### src/rtl/rhc_pkg.sv
package rhc_pkg;

  localparam int ChanW    = 8;
  localparam int HueW     = 15;
  localparam int PctW     = 13;
  localparam int RemW     = 22;
  localparam int DenW     = 9;
  localparam int QuoW     = 13;
  localparam int NumLanes = 3;

  localparam int LaneHue = 0;
  localparam int LaneSat = 1;
  localparam int LaneVal = 2;

  localparam logic [HueW-1:0] HueTurn     = 15'd23040;
  localparam logic [HueW-1:0] HueOffRed   = 15'd19200;
  localparam logic [HueW-1:0] HueOffGreen = 15'd3840;
  localparam logic [HueW-1:0] HueOffBlue  = 15'd11520;
  localparam logic [PctW-1:0] PctFull     = 13'd6400;
  localparam logic [RemW-1:0] HueScale2   = 22'd7680;
  localparam logic [RemW-1:0] PctScale2   = 22'd12800;
  localparam logic [RemW-1:0] ValRound    = 22'd255;
  localparam logic [DenW-1:0] ValDen      = 9'd510;

  typedef struct packed {
    logic [RemW-1:0] rem;
    logic [DenW-1:0] den;
    logic [QuoW-1:0] quo;
  } rhc_lane_t;

  typedef struct packed {
    rhc_lane_t [NumLanes-1:0] lane;
    logic [HueW-1:0]          hue_off;
    logic                     grey;
  } rhc_stage_t;

endpackage

### src/rtl/rhc_if.sv
interface rhc_in_if;
  import rhc_pkg::*;
  logic             valid;
  logic             ready;
  logic [ChanW-1:0] red_level;
  logic [ChanW-1:0] green_level;
  logic [ChanW-1:0] blue_level;

  modport source (output valid, red_level, green_level, blue_level, input ready);
  modport sink (input valid, red_level, green_level, blue_level, output ready);
endinterface

interface rhc_out_if;
  import rhc_pkg::*;
  logic            valid;
  logic            ready;
  logic [HueW-1:0] hue_angle;
  logic [PctW-1:0] saturation_pct;
  logic [PctW-1:0] brightness_pct;

  modport source (output valid, hue_angle, saturation_pct, brightness_pct, input ready);
  modport sink (input valid, hue_angle, saturation_pct, brightness_pct, output ready);
endinterface

### src/rtl/rhc_prep.sv
module rhc_prep (
  input  logic                  clk,
  input  logic                  rst_n,
  input  logic [7:0]            red_level,
  input  logic [7:0]            green_level,
  input  logic [7:0]            blue_level,
  input  logic                  up_valid,
  output logic                  up_ready,
  output rhc_pkg::rhc_stage_t   dn_data,
  output logic                  dn_valid,
  input  logic                  dn_ready
);
  import rhc_pkg::*;

  rhc_stage_t       data_r, data_nxt;
  logic             valid_r, valid_nxt;
  logic [ChanW-1:0] hi, lo, range_v, lead, trail;
  logic [DenW-1:0]  diff_ofs;

  always_comb begin
    hi = red_level;
    if (green_level > hi) hi = green_level;
    if (blue_level > hi) hi = blue_level;
    lo = red_level;
    if (green_level < lo) lo = green_level;
    if (blue_level < lo) lo = blue_level;
    range_v = hi - lo;
  end

  always_comb begin
    data_nxt = '0;
    if (hi == red_level) begin
      lead  = green_level;
      trail = blue_level;
      data_nxt.hue_off = HueOffRed;
    end else if (hi == green_level) begin
      lead  = blue_level;
      trail = red_level;
      data_nxt.hue_off = HueOffGreen;
    end else begin
      lead  = red_level;
      trail = green_level;
      data_nxt.hue_off = HueOffBlue;
    end
    // difference shifted up by the range, so it never goes negative
    diff_ofs = DenW'({1'b0, lead}) + DenW'({1'b0, range_v}) - DenW'({1'b0, trail});
    data_nxt.grey = (range_v == '0);
    data_nxt.lane[LaneHue].rem = RemW'(diff_ofs) * HueScale2 + RemW'(range_v);
    data_nxt.lane[LaneHue].den = {range_v, 1'b0};
    data_nxt.lane[LaneSat].rem = RemW'(range_v) * PctScale2 + RemW'(hi);
    data_nxt.lane[LaneSat].den = {hi, 1'b0};
    data_nxt.lane[LaneVal].rem = RemW'(hi) * PctScale2 + ValRound;
    data_nxt.lane[LaneVal].den = ValDen;
  end

  assign up_ready  = !valid_r || dn_ready;
  assign valid_nxt = up_ready ? up_valid : valid_r;

  always_ff @(posedge clk) begin
    if (!rst_n) begin
      valid_r <= 1'b0;
    end else begin
      valid_r <= valid_nxt;
    end
  end

  always_ff @(posedge clk) begin
    if (up_valid && up_ready) begin
      data_r <= data_nxt;
    end
  end

  assign dn_data  = data_r;
  assign dn_valid = valid_r;
endmodule

### src/rtl/rhc_cell.sv
module rhc_cell #(
  parameter int BitIdx = 0
) (
  input  logic                clk,
  input  logic                rst_n,
  input  rhc_pkg::rhc_stage_t up_data,
  input  logic                up_valid,
  output logic                up_ready,
  output rhc_pkg::rhc_stage_t dn_data,
  output logic                dn_valid,
  input  logic                dn_ready
);
  import rhc_pkg::*;

  rhc_stage_t                     data_r, data_nxt;
  logic                           valid_r, valid_nxt;
  logic [NumLanes-1:0][RemW-1:0]  shifted;
  logic [NumLanes-1:0]            take;

  // one restoring quotient bit per lane
  always_comb begin
    data_nxt = up_data;
    for (int i = 0; i < NumLanes; i++) begin
      shifted[i] = RemW'(up_data.lane[i].den) << BitIdx;
      take[i]    = up_data.lane[i].rem >= shifted[i];
      if (take[i]) begin
        data_nxt.lane[i].rem = up_data.lane[i].rem - shifted[i];
        data_nxt.lane[i].quo = up_data.lane[i].quo | (QuoW'(1) << BitIdx);
      end
    end
  end

  assign up_ready  = !valid_r || dn_ready;
  assign valid_nxt = up_ready ? up_valid : valid_r;

  always_ff @(posedge clk) begin
    if (!rst_n) begin
      valid_r <= 1'b0;
    end else begin
      valid_r <= valid_nxt;
    end
  end

  always_ff @(posedge clk) begin
    if (up_valid && up_ready) begin
      data_r <= data_nxt;
    end
  end

  assign dn_data  = data_r;
  assign dn_valid = valid_r;
endmodule

### src/rtl/rgb_to_hsv_converter_unit.sv
// RGB to HSV converter. Takes one 8-bit RGB pixel per transaction and returns
// hue in 1/64 degree, saturation and value in 1/64 percent, rounded to nearest.
// Throughput is one pixel per clock when not stalled. A prep register finds
// max, min and range, then a chain of 13 divider cells each resolves one
// quotient bit of the hue, saturation and value divisions, and one output
// register adds the hue sector offset and wraps at 360 degrees. Every stage
// holds under back-pressure, so bubbles are squeezed out while the output
// waits. Grey pixels give hue and saturation of zero.
module rgb_to_hsv_converter_unit (
  input logic       clk,
  input logic       rst_n,
  rhc_in_if.sink    in_if,
  rhc_out_if.source out_if
);
  import rhc_pkg::*;

  rhc_stage_t      chain_data [QuoW+1];
  logic [QuoW:0]   chain_valid;
  logic [QuoW:0]   chain_ready;

  logic            out_valid_r, out_valid_nxt;
  logic [HueW-1:0] hue_r, hue_nxt, hue_sum;
  logic [PctW-1:0] sat_r, sat_nxt;
  logic [PctW-1:0] val_r, val_nxt;
  logic            last_ready;

  rhc_prep u_prep (
    .clk         (clk),
    .rst_n       (rst_n),
    .red_level   (in_if.red_level),
    .green_level (in_if.green_level),
    .blue_level  (in_if.blue_level),
    .up_valid    (in_if.valid),
    .up_ready    (in_if.ready),
    .dn_data     (chain_data[0]),
    .dn_valid    (chain_valid[0]),
    .dn_ready    (chain_ready[0])
  );

  for (genvar k = 0; k < QuoW; k++) begin : g_cell
    rhc_cell #(
      .BitIdx (QuoW - 1 - k)
    ) u_cell (
      .clk      (clk),
      .rst_n    (rst_n),
      .up_data  (chain_data[k]),
      .up_valid (chain_valid[k]),
      .up_ready (chain_ready[k]),
      .dn_data  (chain_data[k+1]),
      .dn_valid (chain_valid[k+1]),
      .dn_ready (chain_ready[k+1])
    );
  end

  assign last_ready        = !out_valid_r || out_if.ready;
  assign chain_ready[QuoW] = last_ready;

  always_comb begin
    hue_sum = chain_data[QuoW].hue_off + HueW'(chain_data[QuoW].lane[LaneHue].quo);
    hue_nxt = (hue_sum >= HueTurn) ? hue_sum - HueTurn : hue_sum;
    sat_nxt = PctW'(chain_data[QuoW].lane[LaneSat].quo);
    val_nxt = PctW'(chain_data[QuoW].lane[LaneVal].quo);
    if (chain_data[QuoW].grey) begin
      hue_nxt = '0;
      sat_nxt = '0;
    end
  end

  assign out_valid_nxt = last_ready ? chain_valid[QuoW] : out_valid_r;

  always_ff @(posedge clk) begin
    if (!rst_n) begin
      out_valid_r <= 1'b0;
    end else begin
      out_valid_r <= out_valid_nxt;
    end
  end

  always_ff @(posedge clk) begin
    if (chain_valid[QuoW] && last_ready) begin
      hue_r <= hue_nxt;
      sat_r <= sat_nxt;
      val_r <= val_nxt;
    end
  end

  assign out_if.valid          = out_valid_r;
  assign out_if.hue_angle      = hue_r;
  assign out_if.saturation_pct = sat_r;
  assign out_if.brightness_pct = val_r;
endmodule

### src/flat_wrapper.sv
// flat-port wrapper written by rule: the top's interface ports become plain ports
module rgb_to_hsv_converter_unit_flat import rhc_pkg::*;
  (clk, rst_n, in_if_valid, in_if_red_level, in_if_green_level, in_if_blue_level, in_if_ready, out_if_valid, out_if_hue_angle, out_if_saturation_pct, out_if_brightness_pct, out_if_ready);
  rhc_in_if in_if_i ();
  rhc_out_if out_if_i ();
  input logic clk;
  input logic rst_n;
  input wire logic [$bits(in_if_i.valid)-1:0] in_if_valid;
  input wire logic [$bits(in_if_i.red_level)-1:0] in_if_red_level;
  input wire logic [$bits(in_if_i.green_level)-1:0] in_if_green_level;
  input wire logic [$bits(in_if_i.blue_level)-1:0] in_if_blue_level;
  output wire logic [$bits(in_if_i.ready)-1:0] in_if_ready;
  output wire logic [$bits(out_if_i.valid)-1:0] out_if_valid;
  output wire logic [$bits(out_if_i.hue_angle)-1:0] out_if_hue_angle;
  output wire logic [$bits(out_if_i.saturation_pct)-1:0] out_if_saturation_pct;
  output wire logic [$bits(out_if_i.brightness_pct)-1:0] out_if_brightness_pct;
  input wire logic [$bits(out_if_i.ready)-1:0] out_if_ready;
  assign in_if_i.valid = in_if_valid;
  assign in_if_i.red_level = in_if_red_level;
  assign in_if_i.green_level = in_if_green_level;
  assign in_if_i.blue_level = in_if_blue_level;
  assign in_if_ready = in_if_i.ready;
  assign out_if_valid = out_if_i.valid;
  assign out_if_hue_angle = out_if_i.hue_angle;
  assign out_if_saturation_pct = out_if_i.saturation_pct;
  assign out_if_brightness_pct = out_if_i.brightness_pct;
  assign out_if_i.ready = out_if_ready;
  rgb_to_hsv_converter_unit u_core (.clk(clk), .rst_n(rst_n), .in_if(in_if_i), .out_if(out_if_i));
endmodule
### config.mk
export PLATFORM = sky130hd
export DESIGN_NAME = rgb_to_hsv_converter_unit_flat
export DESIGN_NICKNAME = d
export VERILOG_FILES = /design/src/rtl/rhc_pkg.sv /design/src/rtl/rhc_if.sv /design/src/rtl/rhc_prep.sv /design/src/rtl/rhc_cell.sv /design/src/rtl/rgb_to_hsv_converter_unit.sv /design/src/flat_wrapper.sv
export SDC_FILE = /design/constraint.sdc
export NUM_CORES = 2
export LEC_CHECK = 0
export ABC_CLOCK_PERIOD_IN_PS = 14100
export BUFFER_PORTS_ARGS = -buffer_cell sky130_fd_sc_hd__buf_2
export CAP_MARGIN = 20
export CORE_UTILIZATION = 65
export CTS_BUF_LIST = sky130_fd_sc_hd__clkbuf_8
export DETAILED_ROUTE_END_ITERATION = 8
export PLACE_DENSITY = 0.82
export SETUP_SLACK_MARGIN = 0.02
export SLEW_MARGIN = 25
export SYNTH_ARGS = -nofsm -noshare
export SYNTH_HDL_FRONTEND = slang
export SYNTH_SLANG_ARGS = --single-unit
export TNS_END_PERCENT = 1
### constraint.sdc
create_clock -name clk -period 14.1 [get_ports clk]
set_input_delay 1.41 -clock clk [delete_from_list [all_inputs] [get_ports clk]]
set_output_delay 1.41 -clock clk [all_outputs]
set_load 0.03 [all_outputs]
==> impl_metrics.yaml <==
synthesis:
  synthAdderAreaFrac_pct: 9.190
  async_flop_share_pct: 0
  ys_ff_latch: 1174
  synth_top_family_by_area: "simple AND/OR/NAND/NOR gates"
  synthTopCellsByCount: "edfxtp_1 (1159), inv_1 (405), ha_1 (340)"
  syn_nets: 4956
  synth_edf_count: 1159
  yosysTopAreaCellShare_pct: 60.40
  yosys_warnings: 0
  synthFlopType: "edfxtp_1"
  synthCells: 4536
  synth-simple-area-share_pct: 11.25
  yosysTopAreaCell: "edfxtp_1"
  muxShareOfSynthArea_pct: 0.6884
  synth_compound_area_share_pct: 8.262
  ys_seq_area_share_pct: 60.92
  syn_area_um2: 57620
  synth_area_leaders: "edfxtp_1 (60%), ha_1 (7.4%), xnor2_1 (4.1%), inv_1 (2.6%), xor2_1 (2.5%)"
  synth_xor_area_share_pct: 6.582
  yosysUniqueCellTypes: 84
  yosysMostFrequentCell: "edfxtp_1"
  postSynthAreaPerCell_um2: 12.70
drt:
  routedWlPerCell_um: 17.47
  viasPerCell: 5.735
  ant_nets: 0
  routed_wl_um: 105600
  vias: 34669
  drt-initial-drc-count: 1794
  drtPass1Iterations: 6
  drc_errors: 0
sta:
  fin_crit_sh_pct: 75.09
  timing.hold.ws_ps: 406.8
  maxSlewHeadroom_pct: 32.22
  fin_ws_ps: 3512
  finClkSkew_ps: 35.59
  fmax_mhz: 94.45
  setup_viol: 0
  layout_min_cycle_time_ps: 10590
  worst_pin_slew_ps: 1015
  hold_violations: 0
  drv_slew: 0
  tns_ps: 0
  rsz0062_at_grt: "no"
min_path:
  whs_path_depth: 0
  min_path_type: "reg -> reg"
power_and_ir_drop:
  powerDensity_nw_per_um2: 254.1
  p_leak_nw: 23.79
  ir_worst_vdd_mv: 1.731
critical_path:
  cp_top_family: "compound AO/OA/AOI/OAI gates"
  cp.depth: 39
  crit_path_end_kind: "flip-flop"
  worstSetupPathType: "in -> reg"
  critPathSlowestCell: "a22oi_2"
  r2r_cells: 14
  cp_common_cell: "a21oi_1"
  cp.arrival_ps: 11180
  cp_max_fo: 17
  start_kind: "primary input"
  cp_slowest_stage_delay_ps: 740
  required_ps: 14690
  critical_path_buf_inv_count: 5
place:
  place_congestion: 0.9032
  hpwl_um: 77390
  io_buffers: 70
  preCtsSetupSlack_ps: 2713
global_route:
  grt_antenna_before_repair: 1
  grt_pass1_vias: 35302
  grt-ovfl-total: 0
  grt_usage_pct: 23.79
  grt_max_degree: 81
  grt_pass1_wl_um: 170200
clock_tree:
  numCtsBuffers: 175
  cts.hold.buffers_added: 0
  cts_resized: 0
  clock-sinks: 1174
  clock_tree.buffer_depth: 3
  clockRootBuffer: "clkbuf_8"
  cts_tree: "done"
  clock_latency_ps: 840
  clkTransAtPathRegs_ps: 60
  postCtsSetupRepairBufs: 0
  htree_levels: 4
finish:
  drive_gt1_share_pct: 8.079
  syn_to_final_growth_pct: 8.964
  nets: 5174
floorplan:
  die-area_um2: 89840
  start_util_pct: 66.01
  core_area_um2: 87290
  rows: 108
  die_h_um: 299.7
  io_pins: 71
  die_w_um: 299.7
run_status:
  status: "finished, final reports clean"
job:
  cap_violations: 0
-- where the power goes --
group,internal (mW),total (mW),switching [mW]
Combinational,3.88,8.66,4.78
Clock,1.26,2.52,1.25
Sequential,4.67,4.78,0.116
Total,9.80,16.0,6.15
-- flip-flops by register name (all words and copies together) (netlist names) --
| register | cells |
|---|---|
| u_core.g_cell.u_cell.dn_data | 1064 |
| u_core.g_cell.u_cell.dn_valid | 13 |
| u_core.out_if.brightness_pct | 13 |
| u_core.out_if.hue_angle | 15 |
| u_core.out_if.saturation_pct | 13 |
| u_core.out_if.valid | 1 |
| u_core.u_prep.dn_data | 54 |
| u_core.u_prep.dn_valid | 1 |
-- path summary, 6_finish.rpt --
kind | startpoint | slack [ps] | to
hold reg to reg | u_core.g_cell[7].u_cell.dn_data[71] | 410 | u_core.g_cell[8].u_cell.dn_data[71]
hold / removal | u_core.g_cell[7].u_cell.dn_data[71] | 410 | u_core.g_cell[8].u_cell.dn_data[71]
setup / recovery | in_if_red_level[1] | 3510 | u_core.u_prep.dn_data[59]
setup reg to reg | u_core.g_cell[10].u_cell.dn_data[39] | 10180 | u_core.g_cell[11].u_cell.dn_data[57]
-- routing by layer --
metal / up-vias / wire [um] / global-route usage, %
met3: 274 / 3941 / 3.844
met4: 0 / 4699 / 11.59
met2: 807 / 56920 / 45.04
li1: 17015 / - / -
met5: - / 0 / 0
met1: 16573 / 40020 / 25.61
-- cell type report --
type | count | area (um^2)
diodes | 1 | 2.502
repair buffers | 100 | 593.1
multi-input cells | 2893 | 20900
clock buffers | 179 | 2464
fillers | 5545 | 24510
inverters | 410 | 1544
flip-flops and latches | 1174 | 35100
well taps | 1155 | 1445
clock inverters | 133 | 737.0
-- layout by cell type, fill, tap and decap left out, types with 28 or more instances in the layout --
| cell | count |
|---|---|
| a21o_1 | 144 |
| a21oi_1 | 220 |
| and3_1 | 32 |
| buf_2 | 71 |
| buf_4 | 28 |
| clkbuf_8 | 179 |
| clkinv_1 | 39 |
| edfxtp_1 | 1159 |
| fa_1 | 52 |
| ha_1 | 340 |
| inv_1 | 460 |
| nand2_1 | 309 |
| nand2b_1 | 85 |
| nand3_1 | 66 |
| nand4_1 | 84 |
| nor2_1 | 263 |
| nor2b_1 | 97 |
| nor3_1 | 108 |
| nor4_1 | 72 |
| o21ai_0 | 190 |
| o31ai_1 | 32 |
| or3_1 | 30 |
| xnor2_1 | 267 |
| xor2_1 | 166 |
-- worst reg2reg max path: stages (launching register included) --
cell and delay, ps:
edfxtp_1 430, inv_1 110, ha_1 240, nor2b_1 130, o21ai_0 240, a21boi_0 140
o21ai_0 320, a211oi_1 130, o21ai_0 180, nand2b_1 80, a2111oi_0 640, nand3b_1 210
nor4_1 550, nand2_1 150, xnor2_1 150
-- cells by family after synthesis --
group | Yosys count
buf+inv | 469
mux | 38
flops | 1174
fa+ha+maj | 392
compound gates | 760
simple gates | 1270
xor+xnor | 433
-- through the flow --
stage	instance area [um^2]	cells	power, mW	util (%)
after detailed placement	59560	5732	13.52	68.23
after floorplan	57620	4536	11.74	-
after global placement	59520	5730	13.26	68.19
after global routing	62790	6045	17.45	71.92
final	62790	6045	15.96	71.92
after CTS	62760	6044	16.11	71.90
(Power assumes the default switching activity.)
